<file path="config.mk">
export PLATFORM = sky130hd
export DESIGN_NAME = fimorph_out_fifo
export DESIGN_NICKNAME = d
export VERILOG_FILES = /design/src/rtl/core/fimorph_pkg.sv /design/src/rtl/core/fimorph_out_fifo.sv
export SDC_FILE = /design/constraint.sdc
export NUM_CORES = 1
export LEC_CHECK = 0
export BUFFER_PORTS_ARGS = -buffer_cell sky130_fd_sc_hd__buf_4
export CAP_MARGIN = 20
export CORE_UTILIZATION = 35
export DETAILED_ROUTE_END_ITERATION = 8
export GPL_TIMING_DRIVEN = 1
export MAX_ROUTING_LAYER = met4
export PLACE_DENSITY_LB_ADDON = 0.3
export SLEW_MARGIN = 5
export SYNTH_ARGS = -nofsm -noshare
export SYNTH_HDL_FRONTEND = slang
export SYNTH_SLANG_ARGS = --single-unit
</file>
<file path="constraint.sdc">
create_clock -name clk_i -period 1.5 [get_ports clk_i]
set_clock_uncertainty 0.2 [all_clocks]
set_input_delay 0.075 -clock clk_i [delete_from_list [all_inputs] [get_ports clk_i]]
set_output_delay 0.075 -clock clk_i [all_outputs]
set_load 0.05 [all_outputs]
</file>
<file path="src/rtl/core/fimorph_pkg.sv">
// Package of the flag image 3x3 morphology block.
// Holds widths, flag masks, register and mode codes and the structs that travel
// between the block's modules. Depends on nothing.
package fimorph_pkg;

  localparam int unsigned MaxWidthDef = 1024;

  localparam int unsigned FlagW     = 6;
  localparam int unsigned WidthRegW = 11;
  localparam int unsigned HeightW   = 16;
  localparam int unsigned CfgIdxW   = 2;
  localparam int unsigned CfgDataW  = 16;

  localparam int unsigned OutDepth = 4;
  localparam int unsigned LvlW     = $clog2(OutDepth + 1);

  localparam logic [FlagW-1:0] FlSolid    = 6'h01;
  localparam logic [FlagW-1:0] FlDilated  = 6'h02;
  localparam logic [FlagW-1:0] FlBoundary = 6'h04;
  localparam logic [FlagW-1:0] FlBand     = 6'h08;
  localparam logic [FlagW-1:0] FlNoHole   = 6'h10;

  typedef enum logic [1:0] {
    ModeDilate   = 2'd0,
    ModeBand     = 2'd1,
    ModeBoundary = 2'd2,
    ModeClose    = 2'd3
  } pass_mode_e;

  typedef enum logic [CfgIdxW-1:0] {
    RegFrameWidth  = 2'd0,
    RegFrameHeight = 2'd1,
    RegPassMode    = 2'd2,
    RegBorderFlags = 2'd3
  } cfg_reg_e;

  typedef struct packed {
    logic left;
    logic right;
    logic top;
    logic bottom;
  } edge_mask_t;

  typedef struct packed {
    logic             adv;
    logic             emit;
    logic             frame_end;
    logic [FlagW-1:0] pix;
    edge_mask_t       mask;
    pass_mode_e       mode;
    logic [FlagW-1:0] border;
  } step_t;

  typedef struct packed {
    logic [FlagW-1:0] result_flags;
    logic             frame_end;
  } result_t;

endpackage

</file>
<file path="src/rtl/core/fimorph_out_fifo.sv">
// Result queue of the morphology block: a small register FIFO in front of the
// output channel that absorbs results still in flight when the receiver stalls.
// Uses fimorph_pkg.
module fimorph_out_fifo (
  input  logic                           clk_i,
  input  logic                           rst_ni,
  input  logic                           push_i,
  input  fimorph_pkg::result_t           push_data_i,
  input  logic                           pop_i,
  output logic                           valid_o,
  output fimorph_pkg::result_t           data_o,
  output logic [fimorph_pkg::LvlW-1:0]   level_o
);
  import fimorph_pkg::*;

  localparam int unsigned PtrW = $clog2(OutDepth);

  result_t         mem_q [OutDepth];
  logic [PtrW-1:0] wptr_q, rptr_q;
  logic [LvlW-1:0] level_q, level_d;

  always_comb begin
    level_d = level_q;
    if (push_i && !pop_i) level_d = level_q + LvlW'(1);
    if (!push_i && pop_i) level_d = level_q - LvlW'(1);
  end

  always_ff @(posedge clk_i or negedge rst_ni) begin
    if (!rst_ni) begin
      wptr_q  <= '0;
      rptr_q  <= '0;
      level_q <= '0;
    end else begin
      level_q <= level_d;
      if (push_i) wptr_q <= wptr_q + PtrW'(1);
      if (pop_i)  rptr_q <= rptr_q + PtrW'(1);
    end
  end

  always_ff @(posedge clk_i) begin
    if (push_i) begin
      mem_q[wptr_q] <= push_data_i;
    end
  end

  assign valid_o = (level_q != '0);
  assign data_o  = mem_q[rptr_q];
  assign level_o = level_q;

endmodule

</file>
# Yosys cells after proc, flatten, opt, wreduce, memory -nomap -nowiden
# Memories as Yosys holds them, arrays and structs flattened.
# Index checks and enable logic that the tools add are counted.
# op_classes
n_reduce_logical	6
addsub	4
mux	4
# ops
operator	count
3-bit two-way mux	2
2-bit by 1-bit adder with 2-bit output, second input constant	2
3-bit by 1-bit adder with 3-bit output, second input constant	1
3-bit nonzero test	1
3-bit by 1-bit subtractor with 3-bit output, second input constant	1
1-bit logical AND	2
1-bit zero test	2
1-bit two-way mux	2
2-bit nonzero test	1
# totals
in_bits	11
elab_cells	18
mem_count	1
output_inout_bits	11
reg_bits	7
ram_bits	28
# memory_table
memory	depth	width	read_ports	rd_ports_with_merged_regs	write_ports	line_no	text
mem_q	4	7	1	0	1	fimorph_out_fifo.sv:18	result_t mem_q [OutDepth];

# Longest topological paths before layout
# depth
ltp_word	4
depth_mapped	7
ltp_nobuf	7

# Worst setup path after synthesis
# No wires, ideal clock.
# synth_timing
kind	register to register
startpoint	reg level_q[1], in the netlist level_o[1]
endpoint	reg level_q[2], in the netlist level_o[2]
path_slack_ps	-362
setup_time_ps	82
n_path_buf	0
period_less_slack_ps	1862
stages_incl_launch_ff	6
required_time_ps	1218
t_arrival_ps	1580
cell_sequence	dfrtp_1 inv_1 fa_1 xor2_1 nor2_1 xor2_1
# synth_via
elab_chain_cells	3
word_cells_on_any_way	4
classes_between	2 x add/sub; 2 x mux
# synth_rtl
element	line_no	text
start: declaration	fimorph_out_fifo.sv:20	logic [LvlW-1:0] level_q, level_d;
start signal: assignment	fimorph_out_fifo.sv:34	level_q <= level_d;
3-bit by 1-bit adder with 3-bit output	fimorph_out_fifo.sv:24	if (push_i && !pop_i) level_d = level_q + LvlW'(1);
3-bit two-way mux	fimorph_out_fifo.sv:24	
3-bit two-way mux (*)	fimorph_out_fifo.sv:25	if (!push_i && pop_i) level_d = level_q - LvlW'(1);
# Mark *: on every way between the ends. The rest lies on a longest branch, timed or not. The select of a mux whose other input is x is not followed.
# A chain may end at the register's enable or synchronous reset.

==> reports/results.tsv <==
stage	metric	value	unit
drt	metal2 WL	1.21	mm
floorplanning	total die area	4270	um^2
final_layout	P&R area growth vs syn	42.6	%
power_and_ir_drop	P per Cell Area	2030	nW/um^2
critical_path	Worst Setup Start Kind	flip-flop	
clocking	clock latency on the worst-skew pair	0.27	ns
global_routing	initial antenna violation count	0	
timing	fmax	565	MHz
timing	min cycle time layout	1.77	ns
critical_path	Crit Path Max Fanout	3	
final_layout	Finished Layout Cells	172	
timing	relative slew slack	73.9	%
logic_synthesis	Syn Nets	89	
floorplanning	chip height	65.4	um
placed_design	pre-CTS setup slack	-0.0415	ns
worst_hold_path	HP Class	in2reg	
floorplanning	die width	65.4	um
global_routing	GRT Overall Usage	12.8	%
final_layout	fillcell total	333	
critical_path	CP Capture Type	output port	
timing	worst-margin pin slew	0.391	ns
final_layout	multi-input logic area	360	um^2
final_layout	nets	140	
timing	Final Slew Violations	0	
drt	Routed met1 length	928	um
floorplanning	FP Rows	22	
drt	DR pass1 iterations	4	
clocking	Clock Tree Buf Depth	2	
critical_path	CP Launch Point	rptr_q[0]	
placed_design	RD Place Congestion	0.698	
timing	worst setup margin	-0.269	ns
critical_path	Worst EP arrival	1.49	ns
critical_path	FF-to-FF Start	level_o[0]	
logic_synthesis	Yosys Warn Count	0	
outcome	failing checks	setup timing	
final_layout	ant diodes	0	
drt	via count	767	
drt	via-per-instance ratio	4.46	
logic_synthesis	area leader, netlist	edfxtp_1	
drt	ANT nets after route	0	
clocking	CTS Sinks	35	
floorplanning	Core Box Area	3740	um^2
global_routing	vias in the first global route	830	
placed_design	DP Cell Count	150	
logic_synthesis	post-synth cell types	16	
timing	Hold Worst Slack	0.0961	ns
critical_path	Critical Path RT	1.22	ns
logic_synthesis	post-synth top area share	59.8	%
clocking	CTS tree	built	
power_and_ir_drop	Internal	2.53	mW
timing	Final Hold Violating Endpoints	0	
logic_synthesis	Seq cells post-synth	35	
floorplanning	initial core utilization	37.5	%
power_and_ir_drop	total leakage power	0.786	nW
floorplanning	Ports	22	
logic_synthesis	Cells after Synth	72	
job	reported max-cap violation count	0	
global_routing	global-route wire length before repair	3.73	mm
timing	RSZ-0062 raised after global routing	yes	
global_routing	largest net degree at the start of global routing	11	
power_and_ir_drop	NetSw	1.53	mW
power_and_ir_drop	switching part of the total power	37.7	%
drt	met3 routed WL	63	um
drt	residual DRC count	0	
outcome	status	complete, but fails checks	
timing	Final period util	118	%
clocking	Num CTS Buffers	5	
power_and_ir_drop	clock group share of total power	14.9	%
clocking	H-tree depth	2	
clocking	Clk pin slew, worst setup/hold paths	0.06	ns
drt	Total Wirelength	2.23	mm
power_and_ir_drop	Combinational Power Share	48.9	%
critical_path	WS Path Type	reg2out	
power_and_ir_drop	Max IR drop VDD	847	uV
drt	topmost layer with routed signal wires	met4	
final_layout	layout cell share with drive strength beyond 1	41.9	%
drt	post-DR wirelength/cell	13.0	um
final_layout	fin util	53.5	%
global_routing	global route overflow	0	
clocking	root buf cell	clkbuf_8	
final_layout	register area	1020	um^2
drt	Iteration-0 DRC Markers	26	
logic_synthesis	Mean Syn Cell Area	19.5	um^2
logic_synthesis	register area share after synthesis	72.3	%
timing	final setup violation count	9	
logic_synthesis	top area cells in the synthesized netlist	edfxtp_1 60%, dfrtp_1 12%, mux4_2 11%, ha_1 4.5%, xor2_1 2.5%	
logic_synthesis	synthesized area	1410	um^2
power_and_ir_drop	sequential fraction of design power	36.2	%
worst_hold_path	Min-Delay Startpoint	pop_i	
placed_design	hpwl dp	1.61	mm
placed_design	port bufs	21	
==> cell families after synthesis <==
kind of cell	share of synthesized area (%)
adders and majority gates	5.88
buffers and inverters	2.76
AOI/OAI and AO/OA	0.356
DFF	72.3
muxes	11.9
and+or+nand+nor	3.03
xor gates and xnor gates	3.74
==> metrics by stage <==
step / power, mW / TNS [ns] / area (um^2)
2_1_floorplan: 2.68 / -0.116 / 1410
3_3_place_gp: 3.27 / -0.00414 / 1740
3_5_place_dp: 3.32 / -0.0539 / 1740
4_1_cts: 4.10 / -2.04 / 2000
5_1_grt: 4.27 / -2.32 / 2000
6_report: 4.06 / -1.86 / 2000
==> timing repair <==
| action | 4_1_cts | 5_1_grt |
|---|---|---|
| buffers inserted | 1 | 0 |
| gates resized for setup | 9 | 2 |
| pin swaps | 3 | 0 |
| endpoints found under the hold margin | 39 | 0 |
| endpoints found under the setup margin | 8 | 15 |
| hold buffers | 13 | 0 |
==> routing by layer <==
layer,vias up,track usage (%)
met3,5,3.65
met2,13,21.5
met1,383,14.6
met5,-,-
met4,0,4.89
li1,366,-
==> critical path, cell delays in order, from the launching register on <==
cell     delay [ns]
dfrtp_1        0.37
buf_4          0.16
mux4_2         0.52
buf_6          0.17
==> worst paths after layout <==
path	to	slack [ns]	cells after the start
setup / recovery	data_o[1]	-0.27	3
hold / removal	level_o[2]	0.1	4
setup reg to reg	level_o[2]	-0.02	6
hold reg to reg	level_o[2]	0.31	1
max in group asynchronous	level_o[0]	0.26	3
min in group asynchronous	level_o[2]	0.57	3
==> sequential cells by signal, summed over array words and instances, names as in the netlist <==
signal and count:
mem_q 28, wptr_q 2, level_o 3, rptr_q 2
==> synthesized netlist by cell type <==
library cell,number
fa_1,1
nand2_1,2
buf_2,1
or3_1,1
o21ai_0,1
dfrtp_1,7
buf_6,1
ha_1,5
xnor2_1,2
edfxtp_1,28
inv_1,6
xor2_1,4
mux4_2,7
and2_1,4
nor2_1,1
mux2i_1,1
==> layout make-up <==
class	instances	share of cell area, %
Sequential cell	35	50.8
Clock buffer	6	3.62
Clock inverter	2	0.375
Timing Repair Buffer	46	23.0
Inverter	6	1.12
Multi-Input combinational cell	29	18.0
Tap cell	48	3.00
==> placed cells by master (no fill, tap or decap), types with 2 or more instances in the layout <==
master,Yosys,final
and2_1,4,3
buf_12,0,4
buf_4,0,20
buf_6,1,9
clkbuf_8,0,5
clkinv_1,0,2
dfrtp_1,7,5
dfrtp_2,0,2
dlygate4sd3_1,0,13
edfxtp_1,28,28
ha_1,5,5
inv_1,6,4
inv_2,0,2
mux4_2,7,7
nand2_1,2,2
xnor2_1,2,2
xor2_1,4,4
==> power by group through the flow <==
stage               logic (mW)  clock network, mW  registers (mW)
finish                    1.99              0.605            1.47
global route              2.12              0.656            1.50
CTS                       2.00              0.629            1.47
detailed placement        1.83                  0            1.49
global placement          1.80                  0            1.47
floorplan                 1.11                  0            1.56
Power figures use the tool's default switching activity.
