`config.mk`:
```
export PLATFORM = sky130hd
export DESIGN_NAME = fimorph_ctrl
export DESIGN_NICKNAME = d
export VERILOG_FILES = /design/src/rtl/core/fimorph_pkg.sv /design/src/rtl/core/fimorph_ctrl.sv
export SDC_FILE = /design/constraint.sdc
export NUM_CORES = 1
export LEC_CHECK = 0
export ABC_AREA = 1
export BUFFER_PORTS_ARGS = -buffer_cell sky130_fd_sc_hd__buf_2
export CELL_PAD_IN_SITES_DETAIL_PLACEMENT = 1
export CELL_PAD_IN_SITES_GLOBAL_PLACEMENT = 2
export CORE_MARGIN = 1
export CORE_UTILIZATION = 34
export CTS_BUF_LIST = sky130_fd_sc_hd__clkbuf_4 sky130_fd_sc_hd__clkbuf_8 sky130_fd_sc_hd__clkbuf_16
export CTS_CLUSTER_DIAMETER = 120
export DETAILED_ROUTE_END_ITERATION = 16
export GPL_TIMING_DRIVEN = 0
export PLACE_DENSITY = 0.85
export SLEW_MARGIN = 15
export SYNTH_ARGS = -nofsm -noshare
export SYNTH_HDL_FRONTEND = slang
export SYNTH_SLANG_ARGS = --single-unit
```
`constraint.sdc`:
```
create_clock -name clk_i -period 3.6 [get_ports clk_i]
set_input_delay 0.36 -clock clk_i [delete_from_list [all_inputs] [get_ports clk_i]]
set_output_delay 0.36 -clock clk_i [all_outputs]
set_load 0.005 [all_outputs]
```
`src/rtl/core/fimorph_pkg.sv`:
```
// Package of the flag image 3x3 morphology block.
// Holds widths, flag masks, register and mode codes and the structs that travel
// between the block's modules. Depends on nothing.
package fimorph_pkg;

  localparam int unsigned MaxWidthDef = 1024;

  localparam int unsigned FlagW     = 6;
  localparam int unsigned WidthRegW = 11;
  localparam int unsigned HeightW   = 16;
  localparam int unsigned CfgIdxW   = 2;
  localparam int unsigned CfgDataW  = 16;

  localparam int unsigned OutDepth = 4;
  localparam int unsigned LvlW     = $clog2(OutDepth + 1);

  localparam logic [FlagW-1:0] FlSolid    = 6'h01;
  localparam logic [FlagW-1:0] FlDilated  = 6'h02;
  localparam logic [FlagW-1:0] FlBoundary = 6'h04;
  localparam logic [FlagW-1:0] FlBand     = 6'h08;
  localparam logic [FlagW-1:0] FlNoHole   = 6'h10;

  typedef enum logic [1:0] {
    ModeDilate   = 2'd0,
    ModeBand     = 2'd1,
    ModeBoundary = 2'd2,
    ModeClose    = 2'd3
  } pass_mode_e;

  typedef enum logic [CfgIdxW-1:0] {
    RegFrameWidth  = 2'd0,
    RegFrameHeight = 2'd1,
    RegPassMode    = 2'd2,
    RegBorderFlags = 2'd3
  } cfg_reg_e;

  typedef struct packed {
    logic left;
    logic right;
    logic top;
    logic bottom;
  } edge_mask_t;

  typedef struct packed {
    logic             adv;
    logic             emit;
    logic             frame_end;
    logic [FlagW-1:0] pix;
    edge_mask_t       mask;
    pass_mode_e       mode;
    logic [FlagW-1:0] border;
  } step_t;

  typedef struct packed {
    logic [FlagW-1:0] result_flags;
    logic             frame_end;
  } result_t;

endpackage

```
`src/rtl/core/fimorph_ctrl.sv`:
```
// Control of the flag image morphology block: configuration registers, raster
// and result position counters, pending count and input flow control.
// Uses fimorph_pkg; issues one step per advancing word, and the extra step of a one-row frame, to fimorph_window.
module fimorph_ctrl #(
  parameter int unsigned MAX_WIDTH = fimorph_pkg::MaxWidthDef
) (
  input  logic                                clk_i,
  input  logic                                rst_ni,
  input  logic                                cfg_we_i,
  input  logic [fimorph_pkg::CfgIdxW-1:0]     cfg_idx_i,
  input  logic [fimorph_pkg::CfgDataW-1:0]    cfg_wdata_i,
  input  logic                                in_valid_i,
  input  logic                                in_command_i,
  input  logic [fimorph_pkg::FlagW-1:0]       in_pixel_i,
  input  logic                                credit_ok_i,
  output logic                                in_ready_o,
  output fimorph_pkg::step_t                  step_o,
  output logic [$clog2(MAX_WIDTH)-1:0]        step_addr_o
);
  import fimorph_pkg::*;

  localparam int unsigned CW = $clog2(MAX_WIDTH);
  localparam int unsigned WW = $clog2(MAX_WIDTH + 1);
  localparam int unsigned PW = $clog2(MAX_WIDTH + 2);

  logic [WidthRegW-1:0] width_q;
  logic [HeightW-1:0]   height_q;
  pass_mode_e           mode_q;
  logic [FlagW-1:0]     border_q;

  logic [CW-1:0]      col_q, col_d;
  logic [HeightW-1:0] row_q, row_d;
  logic [PW-1:0]      pend_q, pend_d;
  logic [CW-1:0]      ecol_q, ecol_d;
  logic [HeightW-1:0] erow_q, erow_d;
  logic               extra_q, extra_d;

  logic [WW-1:0]      w_eff;
  logic [CW-1:0]      w_last;
  logic [PW-1:0]      w_plus1;
  logic [HeightW-1:0] h_eff;
  logic [HeightW-1:0] h_last;

  logic accept, complete, is_pix, is_flush, adv, emit, fend;
  logic pend_full, col_wrap, ecol_wrap, last_pix, geom_write;

  always_comb begin
    if (width_q == '0) begin
      w_eff = WW'(1);
    end else if (int'(width_q) > int'(MAX_WIDTH)) begin
      w_eff = WW'(MAX_WIDTH);
    end else begin
      w_eff = WW'(width_q);
    end
  end

  assign w_last  = CW'(w_eff - WW'(1));
  assign w_plus1 = PW'(w_eff) + PW'(1);
  assign h_eff   = (height_q == '0) ? HeightW'(1) : height_q;
  assign h_last  = h_eff - HeightW'(1);

  assign in_ready_o = credit_ok_i && !extra_q;
  assign accept     = in_valid_i && in_ready_o;
  assign complete   = (row_q >= h_eff);
  assign is_pix     = accept && !in_command_i && !complete;
  assign is_flush   = accept && complete && (pend_q != '0);
  assign pend_full  = (pend_q == w_plus1);
  assign col_wrap   = (col_q == w_last);
  assign ecol_wrap  = (ecol_q == w_last);
  assign last_pix   = is_pix && col_wrap && (row_q == h_last);
  assign adv        = is_pix || is_flush || extra_q;
  assign emit       = (is_pix && pend_full) || is_flush;
  assign fend       = is_flush && (pend_q == PW'(1));
  assign geom_write = cfg_we_i && ((cfg_idx_i == RegFrameWidth) ||
                                   (cfg_idx_i == RegFrameHeight));

  always_comb begin
    col_d   = col_q;
    row_d   = row_q;
    pend_d  = pend_q;
    ecol_d  = ecol_q;
    erow_d  = erow_q;
    extra_d = 1'b0;
    if (adv) begin
      col_d = col_wrap ? '0 : col_q + CW'(1);
    end
    if (is_pix && col_wrap) begin
      row_d = row_q + HeightW'(1);
    end
    if (is_pix && !pend_full) begin
      pend_d = pend_q + PW'(1);
    end
    if (is_flush) begin
      pend_d = pend_q - PW'(1);
    end
    if (emit) begin
      ecol_d = ecol_wrap ? '0 : ecol_q + CW'(1);
      if (ecol_wrap) begin
        erow_d = erow_q + HeightW'(1);
      end
    end
    // A one-row frame ends one column short of the usual window lag, so one
    // extra step without a result is slipped in behind its last pixel.
    if (last_pix && !pend_full && ((pend_q + PW'(1)) != w_plus1)) begin
      extra_d = 1'b1;
    end
    if (fend || geom_write) begin
      col_d   = '0;
      row_d   = '0;
      pend_d  = '0;
      ecol_d  = '0;
      erow_d  = '0;
      extra_d = 1'b0;
    end
  end

  always_ff @(posedge clk_i or negedge rst_ni) begin
    if (!rst_ni) begin
      width_q  <= WidthRegW'(1024);
      height_q <= HeightW'(1024);
      mode_q   <= ModeDilate;
      border_q <= '0;
      col_q    <= '0;
      row_q    <= '0;
      pend_q   <= '0;
      ecol_q   <= '0;
      erow_q   <= '0;
      extra_q  <= 1'b0;
    end else begin
      col_q   <= col_d;
      row_q   <= row_d;
      pend_q  <= pend_d;
      ecol_q  <= ecol_d;
      erow_q  <= erow_d;
      extra_q <= extra_d;
      if (cfg_we_i) begin
        case (cfg_idx_i)
          RegFrameWidth:  width_q  <= cfg_wdata_i[WidthRegW-1:0];
          RegFrameHeight: height_q <= cfg_wdata_i[HeightW-1:0];
          RegPassMode:    mode_q   <= pass_mode_e'(cfg_wdata_i[1:0]);
          RegBorderFlags: border_q <= cfg_wdata_i[FlagW-1:0];
          default:        border_q <= border_q;
        endcase
      end
    end
  end

  always_comb begin
    step_o.adv         = adv;
    step_o.emit        = emit;
    step_o.frame_end   = fend;
    step_o.pix         = is_pix ? in_pixel_i : border_q;
    step_o.mask.left   = (ecol_q == '0);
    step_o.mask.right  = ecol_wrap;
    step_o.mask.top    = (erow_q == '0);
    step_o.mask.bottom = (erow_q == h_last);
    step_o.mode        = mode_q;
    step_o.border      = border_q;
  end

  assign step_addr_o = col_q;

endmodule

```
* After elaboration in Yosys (flattened, before gate mapping)
Cells that the tools add are included.
W data, S select, Z words.
** Word-level totals
- Bits of input ports :: 30
- Output and inout bits :: 32
- Logic and storage cells :: 90
- Bits in registers :: 99
** Cells by class
- Order comparisons :: 2
- Equality and inequality tests :: 10
- $add $sub $neg :: 9
- Reductions and logical operators :: 39
- Multiplexer cells :: 20
** Operator list (count)
- $mux W16 :: 6
- $mux W10 :: 6
- $mux W11 :: 5
- $add A16 B1 Y16 const B :: 2
- $eq A16 B16 Y1 :: 2
- $logic_not A16 Y1 :: 2
- $add A11 B1 Y11 const B :: 2
- $add A10 B1 Y10 const B :: 2
- $eq A10 B10 Y1 :: 2
- $ge A16 B16 Y1 :: 1
- $sub A16 B1 Y16 const B :: 1
- $logic_and A1 B1 Y1 :: 14
- $eq A11 B1 Y1 const B :: 1
- $eq A11 B11 Y1 :: 1
- $gt A11 B11 Y1 const B :: 1
- $logic_not A11 Y1 :: 1
- $ne A11 B11 Y1 :: 1
- $reduce_bool A11 Y1 :: 1
- $sub A11 B1 Y11 const B :: 1
- $logic_not A10 Y1 :: 1
- $reduce_and A2 Y1 :: 5
- $sub A10 B1 Y10 const B :: 1
- $reduce_bool A2 Y1 :: 4
- $mux W6 :: 1
- 7 further kinds :: 16

* Depth between registers and ports, before layout
- Word-level depth :: 11
- Mapped depth :: 26
- Depth with buffers taken out :: 24

* Worst setup path after synthesis
Ideal clock, no wire load.
- Kind :: reg2out
- Start :: reg height_q[2]
- End :: out step_o[20] (netlist name)
- Path buffers :: 3
- Arrival :: 2.966 ns
- Setup slack :: 0.274 ns
- Cell stages (with the launch flop) :: 20
- Data required time :: 3.240 ns
- Cell sequence :: dfrtp_1 nor2_1 nand2_1 nor2_1 nand3_1 nand2_1 ha_1 inv_1 a21oi_1 o21ai_0 nand2_1 o211ai_1 nand2_1 nand3_1 nor3_1 clkbuf_1 inv_1 nand2_1 clkbuf_1 buf_4
** Between the ends
- Word-level cells in the longest chain between the ends :: 7
- Elaborated cells between the ends (all ways) :: 9
- Classes of those cells :: 1 x order compare; 1 x mux; 7 x reduce/logical
** RTL lines
- from (decl) :: RTL line fimorph_ctrl.sv:27 : logic [HeightW-1:0] height_q;
- from (signal assigned) :: RTL line fimorph_ctrl.sv:120 : height_q <= HeightW'(1024);
- from (signal assigned) :: RTL line fimorph_ctrl.sv:139 : RegFrameHeight: height_q <= cfg_wdata_i[HeightW-1:0];
- $logic_not A16 Y1 :: RTL line fimorph_ctrl.sv:59 : assign h_eff = (height_q == '0) ? HeightW'(1) : height_q;
- $mux W16 * :: RTL line fimorph_ctrl.sv:59
- $ge A16 B16 Y1 * :: RTL line fimorph_ctrl.sv:64 : assign complete = (row_q >= h_eff);
- $logic_not A1 Y1 / $logic_and A1 B1 Y1 (equally long branches) :: RTL line fimorph_ctrl.sv:65, fimorph_ctrl.sv:66
- $logic_and A1 B1 Y1 (on tied branches) :: RTL line fimorph_ctrl.sv:65, fimorph_ctrl.sv:66
- $logic_or A1 B1 Y1 * (2 in a row) :: RTL line fimorph_ctrl.sv:71 : assign adv = is_pix || is_flush || extra_q;
- to (decl) :: RTL line fimorph_ctrl.sv:17 : output fimorph_pkg::step_t step_o,
Every way passes the cells marked *; elsewhere a longest branch is shown, timed or not.

* Worst setup path after layout
Same ends and word-level chain as after synthesis.

==> impl_metrics.ini <==
[critical_path]
crit_fanout = 6
worstPathArrival_ns = 3.08
crit_path_start_kind = flop
endpoint_kind = output pin
crit_type = flop to output pin
crit_required_ns = 3.24

[routing]
wl_um = 29620
drc = 0
via_count = 8780
ant_nets = 0
drtPass1Iterations = 5
avgRoutedWirePerCell_um = 17.21
drtIter0Drc = 442
viasPerCell = 5.102

[sta]
slew_headroom = 0.2609
drv_slew = 0
period_share = 0.9561
finalCriticalPeriod_ns = 3.442
setup_viol = 0
fin_ws_ns = 0.1579
hold_violations = 0
clock.fmax_ghz = 0.2905
tightestPinTransition_ns = 1.094
rsz0062_at_grt = yes
clock_skew_ns = 0.01190

[clock_network]
insertion_delay_ns = 0.37
htreeDepth = 3
cts_buffers = 9
clockBufferDepth = 2
clock-sinks = 99
clock-root-buffer = clkbuf_16
clk_pin_slew_ns = 0.08
cts_tree = done

[logic_synthesis]
syn_nets = 1342
syn_inst = 1284
ys_async_sr_fraction = 1.000
ys_seq_area_frac = 0.2993
synth_edf_count = 0
synth_top_area_frac = 0.2929
synth.yosys.warnings = 0
netlist_top_cells_area = dfrtp_1 29%, nand2_1 17%, nand3_1 10%, nor2_1 7.1%, xor2_1 6.9%
synth_area_mm2 = 0.008287
avgSynthCellArea_um2 = 6.454
yosys_most_used_dff = dfrtp_1
synth_cell_types = 43
ys_seq_elements = 99
yosysTopAreaCell = dfrtp_1

[placement]
port_buffers = 61
place_area_mm2 = 0.009025
place.gp.congestion = 0.8730
dpl.hpwl_um = 22830
pre_cts_slack_ns = -1.281

[global_routing]
grt_first_pass_wirelength_um = 47040
track_usage = 0.2435
grt_pass1_vias = 9007
overflow = 0
antenna_found_initial = 0
grt_max_degree = 60

[floorplanning]
initial_core_util = 0.3499
die-area_mm2 = 0.02500
die_y_um = 158.1
rows = 56
pin_count = 62
fp.dieW_um = 158.1
fp.coreArea_mm2 = 0.02368

[outcome]
status = completed

[job]
maxCapViolations = 0

[power_and_ir_drop]
ir_drop_mv = 0.2158
intPower_uw = 2601
power_uw = 4747
p_leak_uw = 0.004980
pwr-share-clk = 0.215
p_comb_frac = 0.461
p_sw_uw = 2146
powerDensity_mw_per_mm2 = 473.5
sw_frac_of_total = 0.4521
power_frac_seq = 0.323

[final_layout]
diodes = 0
area_growth_pct = 20.97
final_area_mm2 = 0.01002
layout-drive-gt1-share = 0.1712
fin_nets = 1455

[hold_path]
hp-class = input port to flop
-- flip-flops by register name (all words and copies together), names as in the netlist --
name,flops
ecol_q,10
step_addr_o,10
height_q,16
width_q,11
pend_q,11
row_q,16
extra_q,1
erow_q,16
border_q,6
mode_q,2
-- worst max-delay path: stages (launching register included) --
cell        delay (ns)
dfrtp_2           0.46
nor2_4            0.11
nand2_1           0.10
nor2_4            0.16
nand3_4           0.12
nand2_4           0.09
ha_1              0.13
inv_1             0.04
a21oi_2           0.10
o21ai_1           0.08
nand2_1           0.06
o211ai_1          0.12
nand2_1           0.13
nand3_4           0.14
nor3_4            0.17
clkbuf_8          0.16
clkinvlp_4        0.09
nand2_4           0.11
buf_8             0.12
buf_4             0.09
buf_2             0.09
-- power groups by stage --
stage	combinational (µW)	sequential, µW	clock [µW]
final	2190	1530	1020
after global routing	2450	1570	1090
after CTS	2040	1540	1050
after detailed placement	1960	1550	0
after global placement	1900	1550	0
after floorplan	1430	1470	0
-- cell usage in the layout, fill, tap and decap left out, drive strengths merged --
cell type    count
clkinv           4
o311ai           1
nor2           164
nand2          380
inv            143
a221oi           1
nor3b            4
xor2            65
a21oi           21
buf            123
o22ai            2
clkinvlp         2
o41ai            3
dfrtp           97
a31oi            1
nand3          173
o211ai           1
nor3            30
dlygate4sd3      1
and3             2
clkbuf          29
ha              28
xnor2           10
o21bai           2
nand3b           2
o21ai           57
dfstp            2
nand4           36
a211oi           8
or2              3
nor4             7
-- kinds of logic (layout without fill, tap and decap cells) --
family	count (synthesis)	after routing	synth area share
XOR/XNOR	75	75	0.07927
flip-flops	99	99	0.2993
AND/OR/NAND/NOR	801	801	0.4204
buffers and inverters	184	302	0.09150
AO/OA/AOI/OAI	97	97	0.06734
adder cells (fa/ha/maj)	28	28	0.04228
-- timing repair --
item                                   CTS  global route
setup endpoints to repair               74            73
pin swaps                                7            22
hold buffers                             1             0
setup buffers                           13            27
gates resized for setup                 54            59
endpoints found under the hold margin   40             0
-- synth_stat cells (4+ instances only) --
cell type	number
o21ai_0	43
nor3_1	29
nand4_1	36
nand3_1	169
dfrtp_1	97
nor2_1	157
buf_2	9
a21oi_1	21
ha_1	28
inv_1	135
clkbuf_1	20
inv_2	6
xnor2_1	10
buf_4	9
nand2_1	374
nand2_2	4
nor3b_1	4
o21ai_1	13
nor2_2	6
a211oi_1	8
nor4_1	7
xor2_1	65
-- cell type report --
| type | instances | area, µm² |
|---|---|---|
| Buffer | 41 | 267.8 |
| Fill cell | 3137 | 13660 |
| Clock inverter | 7 | 71.32 |
| Inverter | 142 | 548.0 |
| Tap cell | 319 | 399.1 |
| Clock buffer | 9 | 225.2 |
| Sequential cell | 99 | 2489 |
| Multi-Input combinational cell | 1001 | 5375 |
| Timing Repair Buffer | 103 | 649.4 |
-- routing by layer --
metal / share of wire / wire length, µm / track usage / vias up
li1: - / - / - / 4378
met1: 0.45 / 13420 / 0.2937 / 4275
met2: 0.51 / 14970 / 0.4419 / 86
met3: 0.016 / 469 / 0.03203 / 41
met4: 0.026 / 765 / 0.08059 / 0
met5: 0 / 0 / 0 / -
-- metrics by stage --
step | hold WS, ns | TNS [ns] | std cells | utilization
3_3_place_gp | 0.4587 | -54.79 | 1664 | 0.3796
5_1_grt | 0.2423 | -0.3472 | 1721 | 0.4233
3_5_place_dp | 0.3095 | -56.96 | 1665 | 0.3811
4_1_cts | 0.2349 | -0.1483 | 1695 | 0.4055
2_1_floorplan | 0.06441 | 0 | 1284 | -
6_report | 0.2396 | 0 | 1721 | 0.4233
-- worst paths after layout --
| check | from | endpoint | slack (ns) | cells after the start |
|---|---|---|---|---|
| max | height_q[2]$_DFFE_PN0P_ | step_o[20] | 0.16 | 20 |
| max reg2reg | height_q[10]$_DFFE_PN1P_ | row_q[8]$_DFFE_PN0P_ | 0.21 | 19 |
| min reg2reg | erow_q[15]$_DFFE_PN0P_ | erow_q[15]$_DFFE_PN0P_ | 0.48 | 2 |
| max in group asynchronous | rst_ni | width_q[10]$_DFFE_PN1P_ | 2.44 | 3 |
| min | cfg_wdata_i[11] | height_q[11]$_DFFE_PN0P_ | 0.24 | 3 |
| min in group asynchronous | rst_ni | row_q[14]$_DFFE_PN0P_ | 0.46 | 2 |
Power figures use the tool's default switching activity.
